**src/design/hrf_pkg.sv**
```systemverilog
// Shared types, codes and pattern functions of the HTTP request framer.
`default_nettype none

package hrf_pkg;

    localparam int KIND_W = 3;
    localparam int HDR_W  = 13;
    localparam int BODY_W = 12;
    localparam int TOT_W  = 13;

    localparam logic [KIND_W-1:0] KIND_READY     = 3'd0;
    localparam logic [KIND_W-1:0] KIND_FRAUD     = 3'd1;
    localparam logic [KIND_W-1:0] KIND_NOT_FOUND = 3'd2;
    localparam logic [KIND_W-1:0] KIND_MALFORMED = 3'd3;
    localparam logic [KIND_W-1:0] KIND_OVERFLOW  = 3'd4;

    localparam logic [7:0] CH_SP  = 8'h20;
    localparam logic [7:0] CH_TAB = 8'h09;
    localparam logic [7:0] CH_CR  = 8'h0D;
    localparam logic [7:0] CH_LF  = 8'h0A;
    localparam logic [7:0] CH_C   = 8'h63;
    localparam logic [7:0] CH_0   = 8'h30;
    localparam logic [7:0] CH_9   = 8'h39;
    localparam logic [7:0] CASE_BIT = 8'h20;

    typedef struct packed {
        logic       func;
        logic [7:0] data_byte;
    } t_in_item;

    typedef struct packed {
        logic [KIND_W-1:0] request_kind;
        logic [HDR_W-1:0]  header_length;
        logic [BODY_W-1:0] body_length;
        logic [TOT_W-1:0]  total_length;
    } t_result;

    function automatic logic [7:0] meth_char(input logic [1:0] pos);
        logic [7:0] c;
        unique case (pos)
            2'd0:    c = "P";
            2'd1:    c = "O";
            2'd2:    c = "S";
            default: c = "T";
        endcase
        return c;
    endfunction

    function automatic logic [7:0] fraud_char(input logic [3:0] pos);
        logic [7:0] c;
        unique case (pos)
            4'd0:    c = "/";
            4'd1:    c = "f";
            4'd2:    c = "r";
            4'd3:    c = "a";
            4'd4:    c = "u";
            4'd5:    c = "d";
            4'd6:    c = "-";
            4'd7:    c = "s";
            4'd8:    c = "c";
            4'd9:    c = "o";
            4'd10:   c = "r";
            4'd11:   c = "e";
            default: c = 8'h00;
        endcase
        return c;
    endfunction

    function automatic logic [7:0] ready_char(input logic [3:0] pos);
        logic [7:0] c;
        unique case (pos)
            4'd0:    c = "/";
            4'd1:    c = "r";
            4'd2:    c = "e";
            4'd3:    c = "a";
            4'd4:    c = "d";
            4'd5:    c = "y";
            default: c = 8'h00;
        endcase
        return c;
    endfunction

    // "content-length:" with letters case-insensitive
    function automatic logic name_ok(input logic [3:0] pos, input logic [7:0] b);
        logic [7:0] c;
        logic       ok;
        unique case (pos)
            4'd0:    c = "c";
            4'd1:    c = "o";
            4'd2:    c = "n";
            4'd3:    c = "t";
            4'd4:    c = "e";
            4'd5:    c = "n";
            4'd6:    c = "t";
            4'd7:    c = "-";
            4'd8:    c = "l";
            4'd9:    c = "e";
            4'd10:   c = "n";
            4'd11:   c = "g";
            4'd12:   c = "t";
            4'd13:   c = "h";
            4'd14:   c = ":";
            default: c = 8'h00;
        endcase
        if (c >= "a" && c <= "z") begin
            ok = ((b | CASE_BIT) == c);
        end else begin
            ok = (b == c);
        end
        return ok;
    endfunction

endpackage

`default_nettype wire

```
**src/design/hrf_ifs.sv**
```systemverilog
// Valid/ready channel interfaces for the framer's byte input and result output.
`default_nettype none

interface hrf_in_if;
    logic       valid;
    logic       ready;
    logic       func;
    logic [7:0] data_byte;

    modport source (output valid, func, data_byte, input ready);
    modport sink   (input valid, func, data_byte, output ready);
endinterface

interface hrf_out_if;
    logic        valid;
    logic        ready;
    logic [2:0]  request_kind;
    logic [12:0] header_length;
    logic [11:0] body_length;
    logic [12:0] total_length;

    modport source (output valid, request_kind, header_length, body_length, total_length,
                    input ready);
    modport sink   (input valid, request_kind, header_length, body_length, total_length,
                    output ready);
endinterface

`default_nettype wire

```
**src/design/hrf_in_reg.sv**
```systemverilog
// Input register stage: holds one byte item until the parser consumes it.
`default_nettype none

module hrf_in_reg (
    input  wire logic              i_clk,
    input  wire logic              i_rst_n,
    input  wire logic              i_valid,
    input  wire hrf_pkg::t_in_item i_item,
    output logic                   o_ready,
    input  wire logic              i_advance,
    output logic                   o_valid,
    output hrf_pkg::t_in_item      o_item
);
    import hrf_pkg::*;

    logic     r_valid;
    logic     n_valid;
    t_in_item r_item;
    logic     w_take;

    assign o_ready = !r_valid || i_advance;
    assign w_take  = i_valid && o_ready;

    always_comb begin
        if (w_take) begin
            n_valid = 1'b1;
        end else if (i_advance) begin
            n_valid = 1'b0;
        end else begin
            n_valid = r_valid;
        end
    end

    always_ff @(posedge i_clk) begin
        if (!i_rst_n) begin
            r_valid <= 1'b0;
        end else begin
            r_valid <= n_valid;
        end
    end

    always_ff @(posedge i_clk) begin
        if (w_take) begin
            r_item <= i_item;
        end
    end

    assign o_valid = r_valid;
    assign o_item  = r_item;
endmodule

`default_nettype wire

```
**src/design/hrf_parser.sv**
```systemverilog
// Parser state and single-step update: header matchers, length decode, body count.
`default_nettype none

module hrf_parser #(
    parameter int REQUEST_LIMIT = 4096
) (
    input  wire logic              i_clk,
    input  wire logic              i_rst_n,
    input  wire logic              i_fire,
    input  wire hrf_pkg::t_in_item i_item,
    output logic                   o_res_valid,
    output hrf_pkg::t_result       o_res
);
    import hrf_pkg::*;

    localparam int CNT_W = $clog2(REQUEST_LIMIT + 1);
    localparam int MUL_W = CNT_W + 4;
    localparam logic [CNT_W-1:0] LIMIT     = CNT_W'(REQUEST_LIMIT);
    localparam logic [MUL_W-1:0] LIMIT_EXT = MUL_W'(REQUEST_LIMIT);

    localparam logic [1:0] PH_HEADER = 2'd0;
    localparam logic [1:0] PH_BODY   = 2'd1;
    localparam logic [1:0] PH_CLOSED = 2'd2;

    localparam logic [1:0] DP_BLANK  = 2'd0;
    localparam logic [1:0] DP_DIGITS = 2'd1;
    localparam logic [1:0] DP_DONE   = 2'd2;

    localparam logic [2:0] METH_DONE = 3'd4;
    localparam logic [2:0] METH_MISS = 3'd5;
    localparam logic [2:0] BLANK_END = 3'd4;
    localparam logic [3:0] NAME_END  = 4'd15;
    localparam logic [3:0] FRAUD_LEN = 4'd12;
    localparam logic [3:0] READY_LEN = 4'd6;
    localparam logic [3:0] TIDX_MAX  = 4'd15;

    logic [1:0]       r_phase,     n_phase;
    logic [CNT_W-1:0] r_req_bytes, n_req_bytes;
    logic [2:0]       r_blank,     n_blank;
    logic [2:0]       r_meth,      n_meth;
    logic [1:0]       r_space,     n_space;
    logic [3:0]       r_tidx,      n_tidx;
    logic [1:0]       r_flags,     n_flags;
    logic [3:0]       r_nprog,     n_nprog;
    logic             r_found,     n_found;
    logic [1:0]       r_dphase,    n_dphase;
    logic [CNT_W-1:0] r_len_value, n_len_value;
    logic [CNT_W-1:0] r_body_rem,  n_body_rem;

    always_comb begin : p_next
        logic [CNT_W-1:0] rb;
        logic [CNT_W-1:0] br;
        logic [CNT_W-1:0] cl;
        logic [MUL_W-1:0] v;
        logic [7:0]       b;
        logic             is_digit;
        logic             do_clear;
        logic             do_fin;
        logic             do_ovf;

        n_phase     = r_phase;
        n_req_bytes = r_req_bytes;
        n_blank     = r_blank;
        n_meth      = r_meth;
        n_space     = r_space;
        n_tidx      = r_tidx;
        n_flags     = r_flags;
        n_nprog     = r_nprog;
        n_found     = r_found;
        n_dphase    = r_dphase;
        n_len_value = r_len_value;
        n_body_rem  = r_body_rem;

        b        = i_item.data_byte;
        is_digit = (b >= CH_0) && (b <= CH_9);
        rb       = r_req_bytes + 1'b1;
        br       = r_body_rem - 1'b1;
        cl       = '0;
        v        = '0;
        do_clear = 1'b0;
        do_fin   = 1'b0;
        do_ovf   = 1'b0;
        o_res_valid = 1'b0;
        o_res       = '0;

        if (i_fire) begin
            if (i_item.func) begin
                do_clear = 1'b1;
            end else if (r_phase != PH_CLOSED) begin
                n_req_bytes = rb;
                if (r_phase == PH_BODY) begin
                    n_body_rem = br;
                    if (br == '0) begin
                        do_fin = 1'b1;
                    end else begin
                        do_ovf = (rb >= LIMIT);
                    end
                end else begin
                    // method
                    if (r_meth < METH_DONE) begin
                        n_meth = (b == meth_char(r_meth[1:0])) ? r_meth + 3'd1 : METH_MISS;
                    end

                    // target between the first two spaces
                    if (r_space == 2'd0) begin
                        if (b == CH_SP) begin
                            n_space = 2'd1;
                        end
                    end else if (r_space == 2'd1) begin
                        if (b == CH_SP) begin
                            n_space = 2'd2;
                            if (r_tidx != FRAUD_LEN) n_flags[0] = 1'b0;
                            if (r_tidx != READY_LEN) n_flags[1] = 1'b0;
                        end else begin
                            if (r_tidx >= FRAUD_LEN || b != fraud_char(r_tidx)) begin
                                n_flags[0] = 1'b0;
                            end
                            if (r_tidx >= READY_LEN || b != ready_char(r_tidx)) begin
                                n_flags[1] = 1'b0;
                            end
                            if (r_tidx < TIDX_MAX) begin
                                n_tidx = r_tidx + 4'd1;
                            end
                        end
                    end

                    // content length value, else its name
                    if (r_found) begin
                        unique case (r_dphase)
                            DP_BLANK: begin
                                if (is_digit) begin
                                    n_len_value = CNT_W'(b[3:0]);
                                    n_dphase    = DP_DIGITS;
                                end else if (b != CH_SP && b != CH_TAB) begin
                                    n_dphase = DP_DONE;
                                end
                            end
                            DP_DIGITS: begin
                                if (is_digit) begin
                                    v = (MUL_W'(r_len_value) << 3) + (MUL_W'(r_len_value) << 1)
                                        + MUL_W'(b[3:0]);
                                    n_len_value = (v > LIMIT_EXT) ? LIMIT : v[CNT_W-1:0];
                                end else begin
                                    n_dphase = DP_DONE;
                                end
                            end
                            default: begin
                            end
                        endcase
                    end else begin
                        if (r_nprog < NAME_END && name_ok(r_nprog, b)) begin
                            n_nprog = r_nprog + 4'd1;
                        end else begin
                            n_nprog = ((b | CASE_BIT) == CH_C) ? 4'd1 : 4'd0;
                        end
                        if (n_nprog == NAME_END) begin
                            n_found     = 1'b1;
                            n_dphase    = DP_BLANK;
                            n_len_value = '0;
                        end
                    end

                    // header end
                    if (b == CH_CR) begin
                        n_blank = (r_blank == 3'd2) ? 3'd3 : 3'd1;
                    end else if (b == CH_LF && (r_blank == 3'd1 || r_blank == 3'd3)) begin
                        n_blank = r_blank + 3'd1;
                    end else begin
                        n_blank = 3'd0;
                    end

                    if (n_blank == BLANK_END) begin
                        if (n_space < 2'd2) begin
                            o_res_valid                = 1'b1;
                            o_res.request_kind         = KIND_MALFORMED;
                            o_res.header_length        = HDR_W'(rb);
                            o_res.total_length         = TOT_W'(rb);
                            n_phase                    = PH_CLOSED;
                        end else begin
                            cl = (n_meth == METH_DONE && n_found) ? n_len_value : '0;
                            n_len_value = cl;
                            if (cl == '0) begin
                                do_fin = 1'b1;
                            end else begin
                                n_phase    = PH_BODY;
                                n_body_rem = cl;
                                do_ovf     = (rb >= LIMIT);
                            end
                        end
                    end else begin
                        do_ovf = (rb >= LIMIT);
                    end
                end
            end
        end

        if (do_fin) begin
            o_res_valid = 1'b1;
            if (n_flags[1]) begin
                o_res.request_kind = KIND_READY;
            end else if (n_meth == METH_DONE && n_flags[0]) begin
                o_res.request_kind = KIND_FRAUD;
            end else begin
                o_res.request_kind = KIND_NOT_FOUND;
            end
            o_res.header_length = HDR_W'(rb - n_len_value);
            o_res.body_length   = BODY_W'(n_len_value);
            o_res.total_length  = TOT_W'(rb);
            do_clear            = 1'b1;
        end

        if (do_ovf) begin
            o_res_valid   = 1'b1;
            o_res         = '0;
            o_res.request_kind = KIND_OVERFLOW;
            o_res.total_length = TOT_W'(REQUEST_LIMIT);
            n_phase       = PH_CLOSED;
        end

        if (do_clear) begin
            n_phase     = PH_HEADER;
            n_req_bytes = '0;
            n_blank     = 3'd0;
            n_meth      = 3'd0;
            n_space     = 2'd0;
            n_tidx      = 4'd0;
            n_flags     = 2'b11;
            n_nprog     = 4'd0;
            n_found     = 1'b0;
            n_dphase    = DP_BLANK;
            n_len_value = '0;
            n_body_rem  = '0;
        end
    end

    always_ff @(posedge i_clk) begin
        if (!i_rst_n) begin
            r_phase     <= PH_HEADER;
            r_req_bytes <= '0;
            r_blank     <= 3'd0;
            r_meth      <= 3'd0;
            r_space     <= 2'd0;
            r_tidx      <= 4'd0;
            r_flags     <= 2'b11;
            r_nprog     <= 4'd0;
            r_found     <= 1'b0;
            r_dphase    <= DP_BLANK;
            r_len_value <= '0;
            r_body_rem  <= '0;
        end else begin
            r_phase     <= n_phase;
            r_req_bytes <= n_req_bytes;
            r_blank     <= n_blank;
            r_meth      <= n_meth;
            r_space     <= n_space;
            r_tidx      <= n_tidx;
            r_flags     <= n_flags;
            r_nprog     <= n_nprog;
            r_found     <= n_found;
            r_dphase    <= n_dphase;
            r_len_value <= n_len_value;
            r_body_rem  <= n_body_rem;
        end
    end
endmodule

`default_nettype wire

```
**src/design/hrf_out_reg.sv**
```systemverilog
// Result register: holds one finished request record until its transfer.
`default_nettype none

module hrf_out_reg (
    input  wire logic             i_clk,
    input  wire logic             i_rst_n,
    input  wire logic             i_load,
    input  wire hrf_pkg::t_result i_res,
    input  wire logic             i_ready,
    output logic                  o_space,
    output logic                  o_valid,
    output hrf_pkg::t_result      o_res
);
    import hrf_pkg::*;

    logic    r_valid;
    logic    n_valid;
    t_result r_res;

    assign o_space = !r_valid || i_ready;

    always_comb begin
        if (i_load) begin
            n_valid = 1'b1;
        end else if (i_ready) begin
            n_valid = 1'b0;
        end else begin
            n_valid = r_valid;
        end
    end

    always_ff @(posedge i_clk) begin
        if (!i_rst_n) begin
            r_valid <= 1'b0;
        end else begin
            r_valid <= n_valid;
        end
    end

    always_ff @(posedge i_clk) begin
        if (i_load) begin
            r_res <= i_res;
        end
    end

    assign o_valid = r_valid;
    assign o_res   = r_res;
endmodule

`default_nettype wire

```
**src/design/http_request_framer_unit.sv**
```systemverilog
// Top level of the HTTP/1.1 request framer.
// The ending byte goes from the input register through the parser into the result register.
// 1 byte/cycle unless the result stage stalls; each matcher and counter steps once per byte.
// Reset (synchronous, active low) empties both stages and returns the parser to the
// header phase of a fresh connection; no clearing pass is needed.
`default_nettype none

module http_request_framer_unit #(
    parameter int REQUEST_LIMIT = 4096
) (
    input  wire logic  i_clk,
    input  wire logic  i_rst_n,
    hrf_in_if.sink     i_req,
    hrf_out_if.source  o_res
);
    import hrf_pkg::*;

    t_in_item w_in_item;
    t_in_item w_item;
    t_result  w_res;
    t_result  w_out;
    logic     w_in_ready;
    logic     w_in_full;
    logic     w_advance;
    logic     w_fire;
    logic     w_res_valid;
    logic     w_out_valid;

    assign w_in_item.func      = i_req.func;
    assign w_in_item.data_byte = i_req.data_byte;

    hrf_in_reg u_in (
        .i_clk     (i_clk),
        .i_rst_n   (i_rst_n),
        .i_valid   (i_req.valid),
        .i_item    (w_in_item),
        .o_ready   (w_in_ready),
        .i_advance (w_advance),
        .o_valid   (w_in_full),
        .o_item    (w_item)
    );

    assign w_fire = w_in_full && w_advance;

    hrf_parser #(
        .REQUEST_LIMIT (REQUEST_LIMIT)
    ) u_parser (
        .i_clk       (i_clk),
        .i_rst_n     (i_rst_n),
        .i_fire      (w_fire),
        .i_item      (w_item),
        .o_res_valid (w_res_valid),
        .o_res       (w_res)
    );

    hrf_out_reg u_out (
        .i_clk   (i_clk),
        .i_rst_n (i_rst_n),
        .i_load  (w_res_valid),
        .i_res   (w_res),
        .i_ready (o_res.ready),
        .o_space (w_advance),
        .o_valid (w_out_valid),
        .o_res   (w_out)
    );

    assign i_req.ready         = w_in_ready;
    assign o_res.valid         = w_out_valid;
    assign o_res.request_kind  = w_out.request_kind;
    assign o_res.header_length = w_out.header_length;
    assign o_res.body_length   = w_out.body_length;
    assign o_res.total_length  = w_out.total_length;

    a_res_needs_fire: assert property (@(posedge i_clk) disable iff (!i_rst_n)
        w_res_valid |-> w_fire)
        else $error("result produced without a consumed byte");

    a_new_conn_silent: assert property (@(posedge i_clk) disable iff (!i_rst_n)
        (w_fire && w_item.func) |-> !w_res_valid)
        else $error("new connection produced a result");

    a_full_take_advances: assert property (@(posedge i_clk) disable iff (!i_rst_n)
        (i_req.valid && i_req.ready && w_in_full) |-> w_advance)
        else $error("input stage overwritten while held");

    a_malformed_lengths: assert property (@(posedge i_clk) disable iff (!i_rst_n)
        (o_res.valid && o_res.request_kind == KIND_MALFORMED)
            |-> (o_res.header_length == o_res.total_length && o_res.body_length == '0))
        else $error("malformed record lengths inconsistent");
endmodule

`default_nettype wire
```
**src/flat_wrapper.sv**
```systemverilog
// flat-port wrapper written by rule: the top's interface ports become plain ports
module http_request_framer_unit_flat import hrf_pkg::*;
#(
    parameter int REQUEST_LIMIT = 4096
)
  (i_clk, i_rst_n, i_req_valid, i_req_func, i_req_data_byte, i_req_ready, o_res_valid, o_res_request_kind, o_res_header_length, o_res_body_length, o_res_total_length, o_res_ready);
  hrf_in_if i_req_i ();
  hrf_out_if o_res_i ();
  input  wire logic i_clk;
  input  wire logic i_rst_n;
  input wire logic [$bits(i_req_i.valid)-1:0] i_req_valid;
  input wire logic [$bits(i_req_i.func)-1:0] i_req_func;
  input wire logic [$bits(i_req_i.data_byte)-1:0] i_req_data_byte;
  output wire logic [$bits(i_req_i.ready)-1:0] i_req_ready;
  output wire logic [$bits(o_res_i.valid)-1:0] o_res_valid;
  output wire logic [$bits(o_res_i.request_kind)-1:0] o_res_request_kind;
  output wire logic [$bits(o_res_i.header_length)-1:0] o_res_header_length;
  output wire logic [$bits(o_res_i.body_length)-1:0] o_res_body_length;
  output wire logic [$bits(o_res_i.total_length)-1:0] o_res_total_length;
  input wire logic [$bits(o_res_i.ready)-1:0] o_res_ready;
  assign i_req_i.valid = i_req_valid;
  assign i_req_i.func = i_req_func;
  assign i_req_i.data_byte = i_req_data_byte;
  assign i_req_ready = i_req_i.ready;
  assign o_res_valid = o_res_i.valid;
  assign o_res_request_kind = o_res_i.request_kind;
  assign o_res_header_length = o_res_i.header_length;
  assign o_res_body_length = o_res_i.body_length;
  assign o_res_total_length = o_res_i.total_length;
  assign o_res_i.ready = o_res_ready;
  http_request_framer_unit #(.REQUEST_LIMIT(REQUEST_LIMIT)) u_core (.i_clk(i_clk), .i_rst_n(i_rst_n), .i_req(i_req_i), .o_res(o_res_i));
endmodule
```
**config.mk**
```make
export PLATFORM = sky130hd
export DESIGN_NAME = http_request_framer_unit_flat
export DESIGN_NICKNAME = d
export VERILOG_FILES = /design/src/design/hrf_pkg.sv /design/src/design/hrf_ifs.sv /design/src/design/hrf_in_reg.sv /design/src/design/hrf_parser.sv /design/src/design/hrf_out_reg.sv /design/src/design/http_request_framer_unit.sv /design/src/flat_wrapper.sv
export SDC_FILE = /design/constraint.sdc
export NUM_CORES = 1
export LEC_CHECK = 0
export BUFFER_PORTS_ARGS = -buffer_cell sky130_fd_sc_hd__buf_2
export CAP_MARGIN = 10
export CORE_MARGIN = 2
export CORE_UTILIZATION = 60
export CTS_CLUSTER_SIZE = 24
export DETAILED_ROUTE_END_ITERATION = 16
export PLACE_DENSITY = 0.79
export SLEW_MARGIN = 25
export SYNTH_ARGS = -nofsm -noshare
export SYNTH_HDL_FRONTEND = slang
export SYNTH_SLANG_ARGS = --single-unit
```
**constraint.sdc**
```tcl
create_clock -name i_clk -period 6.45 [get_ports i_clk]
set_input_delay 0.3225 -clock i_clk [delete_from_list [all_inputs] [get_ports i_clk]]
set_output_delay 0.3225 -clock i_clk [all_outputs]
set_load 0.02 [all_outputs]
```
# Yosys cells after proc, flatten, opt, wreduce, memory -nomap -nowiden
# Memories as Yosys holds them, arrays and structs flattened. A register that Yosys moved wholly into a read port is not among the register bits.
# Cells that the tools add are included.
dict set report totals {
  reg_bits 114
  rom_bits 224
  inputBits 13
  out_inout_bits 43
  elab_cells 297
  n_memories 2
}
dict set report classes {
  n_addsub 9
  magnitude_cmp 12
  n_eq_ne 40
  mux 166
  bitwise 7
  reduce_logical 40
}
# memory depth word_bits read_ports rd_clocked_by_memory_dff wr line
set mem_list {}
lappend mem_list {{(no name shown)} 16 7 1 1 0 hrf_pkg.sv:51} ;# unique case (pos)
lappend mem_list {{(no name shown)} 16 7 1 1 0 hrf_pkg.sv:87} ;# unique case (pos)
# operator n
set op_table {}
lappend op_table {{two-way mux 13 bit} 26}
lappend op_table {{two-way mux 8 bit} 24}
lappend op_table {{two-way mux 15 bit} 5}
lappend op_table {{two-way mux 2 bit} 31}
lappend op_table {{two-way mux 1 bit} 48}
lappend op_table {{two-way mux 3 bit} 16}
lappend op_table {{one-hot mux 7 bit (6 select lines)} 1}
lappend op_table {{two-way mux 41 bit} 1}
lappend op_table {{two-way mux 4 bit} 10}
lappend op_table {{zero test 13 bit} 2}
lappend op_table {{one-hot mux 13 bit (2 select lines)} 1}
lappend op_table {{== test 8 bit} 3}
lappend op_table {{AND reduction 6 bit} 3}
lappend op_table {{adder 16 x 14 -> 17 bit} 1}
lappend op_table {{adder 17 x 4 -> 17 bit} 1}
lappend op_table {{> comparator 17 x 13 -> 1 bit, second input constant} 1}
lappend op_table {{== test 8 x 4 -> 1 bit, second input constant} 2}
lappend op_table {{two-way mux 16 bit} 1}
lappend op_table {{inequality test 8 bit} 2}
lappend op_table {{AND reduction 8 bit} 2}
lappend op_table {{one-hot mux 5 bit (3 select lines)} 1}
lappend op_table {{nonzero test 2 bit} 7}
lappend op_table {{adder 13 x 1 -> 13 bit, second input constant} 1}
lappend op_table {{>= comparator 13 bit, second input constant} 1}
lappend op_table {{43 further kinds} 83}

# Longest topological paths before layout
dict set report depth {
  depth_word 40
  mapped_depth 25
}

# By module
# From an unflattened synthesis, not the netlist that was laid out.
dict set report unflattened {
  hier_cells 1018
  area_unflattened_um2 8764.7
}
# module n_inst cells_per_inst area_each_um2 seq_area_each_um2
set by_module_without_submodules {}
lappend by_module_without_submodules {hrf_parser 1 958 7150.6 1521.5}
lappend by_module_without_submodules {hrf_out_reg 1 45 1280.0 1251.2}
lappend by_module_without_submodules {hrf_in_reg 1 14 327.8 290.3}
lappend by_module_without_submodules {http_request_framer_unit 1 1 6.3 0.0}

# Least setup slack after synthesis
# Ideal clock, no wire load.
dict set report synth_path {
  path_type {register -> register}
  startpoint {register u_core.u_in.r_item, in the netlist u_core.u_in.o_item[3]}
  endpoint {register u_core.u_out.r_res, in the netlist u_core.u_out.o_res[37] (data pin)}
  arrival_time_ps 5472
  required_ps 6283
  slack_ps 811
  stages_incl_launch_ff 26
  period_less_slack_ps 5639
  path_cell_list {edfxtp_1 buf_2 inv_1 fa_1 inv_1 ha_1 a211oi_1 o21bai_1 a211oi_1 mux2i_1 or2_2 o31ai_1 a32oi_1 inv_1 ha_1 inv_1 fa_1 a21o_1 a21oi_1 o21ai_0 a31o_2 a41oi_1 a21oi_1 a21o_1 and3_1 a211oi_1}
}
dict set report synth_via {
  elab_chain_cells 32
  elab_cells_between_ends 98
  classes_between {2 x add/sub; 4 x order compare; 10 x eq/ne; 77 x mux; 5 x reduce/logical}
}
# item line
set synth_lines {}
lappend synth_lines {{from (decl)} hrf_in_reg.sv:18} ;# t_in_item r_item;
lappend synth_lines {{from (signal assigned)} hrf_in_reg.sv:44} ;# r_item <= i_item;
lappend synth_lines {{parallel branches: the longest is 32 deep, another holds adder 17 x 4 -> 17 bit} n/a}
lappend synth_lines {{to (signal assigned)} hrf_out_reg.sv:42} ;# r_res <= i_res;
lappend synth_lines {{to (decl)} hrf_out_reg.sv:18} ;# t_result r_res;
# Several ways; the timed one is not identified. The select of a mux whose other input is x is not followed.
# A chain may end at the register's enable or synchronous reset.

# Worst setup path after layout
dict set report layout_path {
  startpoint {register u_core.u_parser.r_len_value[0]}
  endpoint {register u_core.u_out.r_res, in the netlist u_core.u_out.o_res[37] (data pin)}
}
dict set report layout_via {
  elab_chain_cells 21
  elab_cells_between_ends 37
  classes_between {3 x add/sub; 1 x order compare; 32 x mux; 1 x reduce/logical}
}
# item line
set layout_lines {}
lappend layout_lines {{from (decl)} hrf_parser.sv:47} ;# logic [CNT_W-1:0] r_len_value, n_len_value;
lappend layout_lines {{from (signal assigned)} hrf_parser.sv:261} ;# r_len_value <= n_len_value;
lappend layout_lines {{parallel branches: the longest is 21 deep, another holds adder 16 x 14 -> 17 bit} n/a}
# Several ways; the timed one is not identified. The select of a mux whose other input is x is not followed.

==> reports/summary.md <==
### Cells and area
* fraction of final layout cells with drive strength greater than 1: 0.133
* layout overhead on the synthesized area: 12.8%
* Antenna Cells: 0
* post-route core utilization: 0.688
* area taken by flip-flops and latches: 0.00306 sq mm
* multi-input logic area: 0.00535 sq mm
* Total Nets Final: 1148
* Layout fillers: 1156

### Power
* share of total power in sequential cells: 0.429
* net load switching power: 449 uW
* Leakage Power: 3.82 nW
* relative contribution of combinational cells to total power: 0.057
* Internal Pwr Total: 1.55 mW
* clock group share of total power: 0.514
* pwr/cell area: 200 mW/mm^2
* maximum VDD drop: 0.259 mV
* switching part of the total: 0.225
* Final Total Pwr: 2.00 mW

### Yosys
* Cells after Synth: 1022
* post-synthesis cell type with the largest combined area: sky130_fd_sc_hd__dfxtp_1
* primary flip-flop cell chosen by synthesis mapping: sky130_fd_sc_hd__dfxtp_1
* netlist area before placement: 0.00883 sq mm
* fraction of post-synthesis cell area in the top cell type by area: 0.177
* Seq cells post-synth: 128
* nets in the synthesized netlist: 1103
* fraction of registers with async set/reset: 0
* top post-synthesis cells by area: sky130_fd_sc_hd__dfxtp_1, sky130_fd_sc_hd__edfxtp_1, sky130_fd_sc_hd__ha_1
* number of enable-type register cells in the synthesized netlist: 50
* Netlist cell types: 81
* Ys Warns: 0
* sequential cell area fraction in the yosys report: 0.347
* Avg Synthesized Cell Area: 8.64 sq um

### Critical path
* number of cells on the worst reg-to-reg path: 25
* slack of the worst reg-to-reg path: 0.38 ns
* reg2reg start: u_core.u_parser.r_len_value[0]
* launch point of the critical path: u_core.u_parser.r_len_value[0]
* critical path class: reg2reg
* worst path arrival time: 6.31 ns
* Worst Path Max Fanout: 6
* endpoint kind of the worst setup timing path: flop
* crit start category: flop
* timing endpoint of the critical path: u_core.u_out.o_res[37]
* endpoint of the worst-slack reg-to-reg timing path: u_core.u_out.o_res[37]
* endpoint required time on the critical path: 6.70 ns

### Timing
* Slew Viols, Final: 0
* unrepaired setup endpoints after global routing: no
* max frequency: 165 MHz
* count of endpoints failing hold in the final timing report: 0
* min cycle time layout: 6.07 ns
* setup skew after layout: 0.0113 ns
* max-slew headroom at the worst pin: 0.345
* slew at the pin closest to its max-slew limit: 0.974 ns
* setup TNS: 0 ns
* number of setup violations in the final report: 0
* share of the clock period used by the worst path: 0.941

### GRT
* first-pass GRT wire length: 38.2 mm
* initial antenna violation count: 0
* vias in the first global route: 7456
* pin count of the biggest net entering global routing: 48
* aggregate global routing overflow: 0
* global-route usage over all layers: 0.299

### Die
* starting density of the core: 0.610
* core box area: 0.0145 sq mm
* y dimension of the die: 125 um
* Top Ports: 56
* number of core rows: 44
* overall die area: 0.0157 sq mm
* die outline width: 125 um

### Clock network
* buffer depth of the longest clock path: 2
* CTS Hold Bufs: 0
* CTS Root Cell: sky130_fd_sc_hd__clkbuf_16
* CTS tree: yes
* clk sink count: 128
* count of H-tree levels built during CTS: 4
* number of buffers inserted during clock tree synthesis: 17
* clock network latency to the later pin of the worst-skew pair: 0.42 ns
* post-CTS clock slew at the launch and capture registers of the worst setup and hold paths: 0.06 ns

### Placed design
* count of input and output buffers: 55
* half-perimeter wire length of the detailed placement result: 16.8 mm
* final weighted congestion of routability-driven global placement: 0.938

### Route
* wire length reported by the detailed router: 23.5 mm
* iteration-0 DRC count of the detailed router: 1029
* total number of vias: 8032
* drt pass-1 iters: 7
* antenna violation net count after detailed routing: 0
* vias per std cell: 6.35
* remaining design rule violation count: 0
* detailed-route wire length per cell: 18.6 um

### Outcome
* run status: finished, final reports clean

### Flow run
* number of max-cap violations: 0

### Min path
* Hold Path Class: in2reg

[cell usage after synthesis (all sizes together) (8+ instances only)]
cell    instances
or3            11
nor2          122
inv            61
or2             8
nand3          30
a22oi          12
o31ai          26
a211oi         13
dfxtp          78
o21ai          37
o22ai          14
xnor2          33
o211ai         10
and3           13
nand4          15
nor2b          13
buf            20
ha             65
o21a            9
o221ai          8
xor2           32
a31oi          16
a21o           12
edfxtp         50
nand2          71
a21oi          45
nor3           29
clkbuf         30
nand2b         17
nor4           12
[kinds of logic (layout without fill, tap and decap cells)]
group / after synthesis / count (layout) / synth area share
buffers and inverters: 111 / 169 / 0.0513
flip-flops: 128 / 128 / 0.347
AND/OR/NAND/NOR: 379 / 379 / 0.219
XOR/XNOR: 65 / 65 / 0.0645
AO/OA/AOI/OAI: 263 / 263 / 0.211
adder cells (fa/ha/maj): 68 / 68 / 0.0989
multiplexers: 8 / 8 / 0.00921
[power groups by stage]
| stage | clock network (mW) | registers [mW] | logic (mW) |
|---|---|---|---|
| floorplan | 0 | 0.867 | 0.0862 |
| global placement | 0 | 0.873 | 0.109 |
| finish | 1.03 | 0.856 | 0.113 |
| detailed placement | 0 | 0.873 | 0.110 |
| global route | 1.07 | 0.857 | 0.125 |
| CTS | 1.03 | 0.856 | 0.111 |
[critical path, stage by stage, from the launching register on]
cell                       delay, ns
sky130_fd_sc_hd__dfxtp_1        0.43
sky130_fd_sc_hd__inv_1          0.09
sky130_fd_sc_hd__fa_1           0.60
sky130_fd_sc_hd__inv_1          0.07
sky130_fd_sc_hd__ha_1           0.33
sky130_fd_sc_hd__a211oi_2       0.28
sky130_fd_sc_hd__o21bai_1       0.14
sky130_fd_sc_hd__a211oi_2       0.23
sky130_fd_sc_hd__buf_4          0.17
sky130_fd_sc_hd__mux2i_1        0.09
sky130_fd_sc_hd__or2_2          0.37
sky130_fd_sc_hd__o31ai_2        0.33
sky130_fd_sc_hd__a32oi_1        0.24
sky130_fd_sc_hd__inv_1          0.10
sky130_fd_sc_hd__ha_1           0.18
sky130_fd_sc_hd__inv_1          0.06
sky130_fd_sc_hd__fa_1           0.42
sky130_fd_sc_hd__a21o_1         0.19
sky130_fd_sc_hd__a21oi_1        0.20
sky130_fd_sc_hd__o21ai_0        0.17
sky130_fd_sc_hd__a31o_2         0.30
sky130_fd_sc_hd__a41oi_1        0.24
sky130_fd_sc_hd__a21oi_1        0.13
sky130_fd_sc_hd__a21o_1         0.18
sky130_fd_sc_hd__and3_1         0.16
sky130_fd_sc_hd__a211oi_1       0.21
[routing by layer]
metal,wire [um],vias up,global-route usage
met2,11100,335,0.488
met5,0,-,0
li1,-,3862,-
met1,9950,3771,0.397
met3,1690,64,0.0565
met4,761,0,0.112
[through the flow]
stage                     std cells  setup slack, ns  hold WS, ns  cell area, sq um
after CTS                      1263            0.114       0.0732              9910
final                          1264            0.383       0.0782              9950
after global routing           1264           0.0129       0.0715              9950
after detailed placement       1231            0.194        0.478              9270
after global placement         1231            0.495        0.468              9270
after floorplan                1022            0.811        0.421              8830
[cell usage in the layout, fill, tap and decap left out, drive strengths merged, types with 16 or more instances in the layout]
cell,count
edfxtp,50
nor3,29
o21ai,37
a21oi,45
buf,76
nor2,122
a31oi,16
nand2,71
nand2b,17
inv,63
clkbuf,23
dfxtp,78
xnor2,33
nand3,30
ha,65
xor2,32
o31ai,26
[final cells by class]
| type | instances | share of cell area |
|---|---|---|
| timing repair buffer | 76 | 0.0435 |
| tap | 184 | 0.0231 |
| sequential | 128 | 0.308 |
| clock buffer | 23 | 0.0534 |
| multi-input combinational | 783 | 0.538 |
| clock inverter | 9 | 0.0114 |
| inverter | 61 | 0.0230 |
[worst min path at each step]
stage	startpoint	endpoint	slack, ns	depth (start not counted)
floorplan	i_req_data_byte[0]	u_core.u_in.o_item[0]	0.42	0
global placement	u_core.u_parser.r_blank[2]	u_core.u_parser.r_blank[2]	0.47	2
detailed placement	u_core.u_parser.r_req_bytes[1]	u_core.u_parser.r_req_bytes[1]	0.48	2
CTS	i_req_data_byte[1]	u_core.u_in.o_item[1]	0.07	1
global route	i_req_data_byte[1]	u_core.u_in.o_item[1]	0.07	1
finish	i_req_data_byte[1]	u_core.u_in.o_item[1]	0.08	1
[repair_timing]
action / CTS / global route
resized for setup: 0 / 7
hold endpoints to repair: 0 / 0
buffers inserted: 0 / 1
endpoints found under the setup margin: 0 / 4
Note: power is estimated with default switching activity, not from simulation.
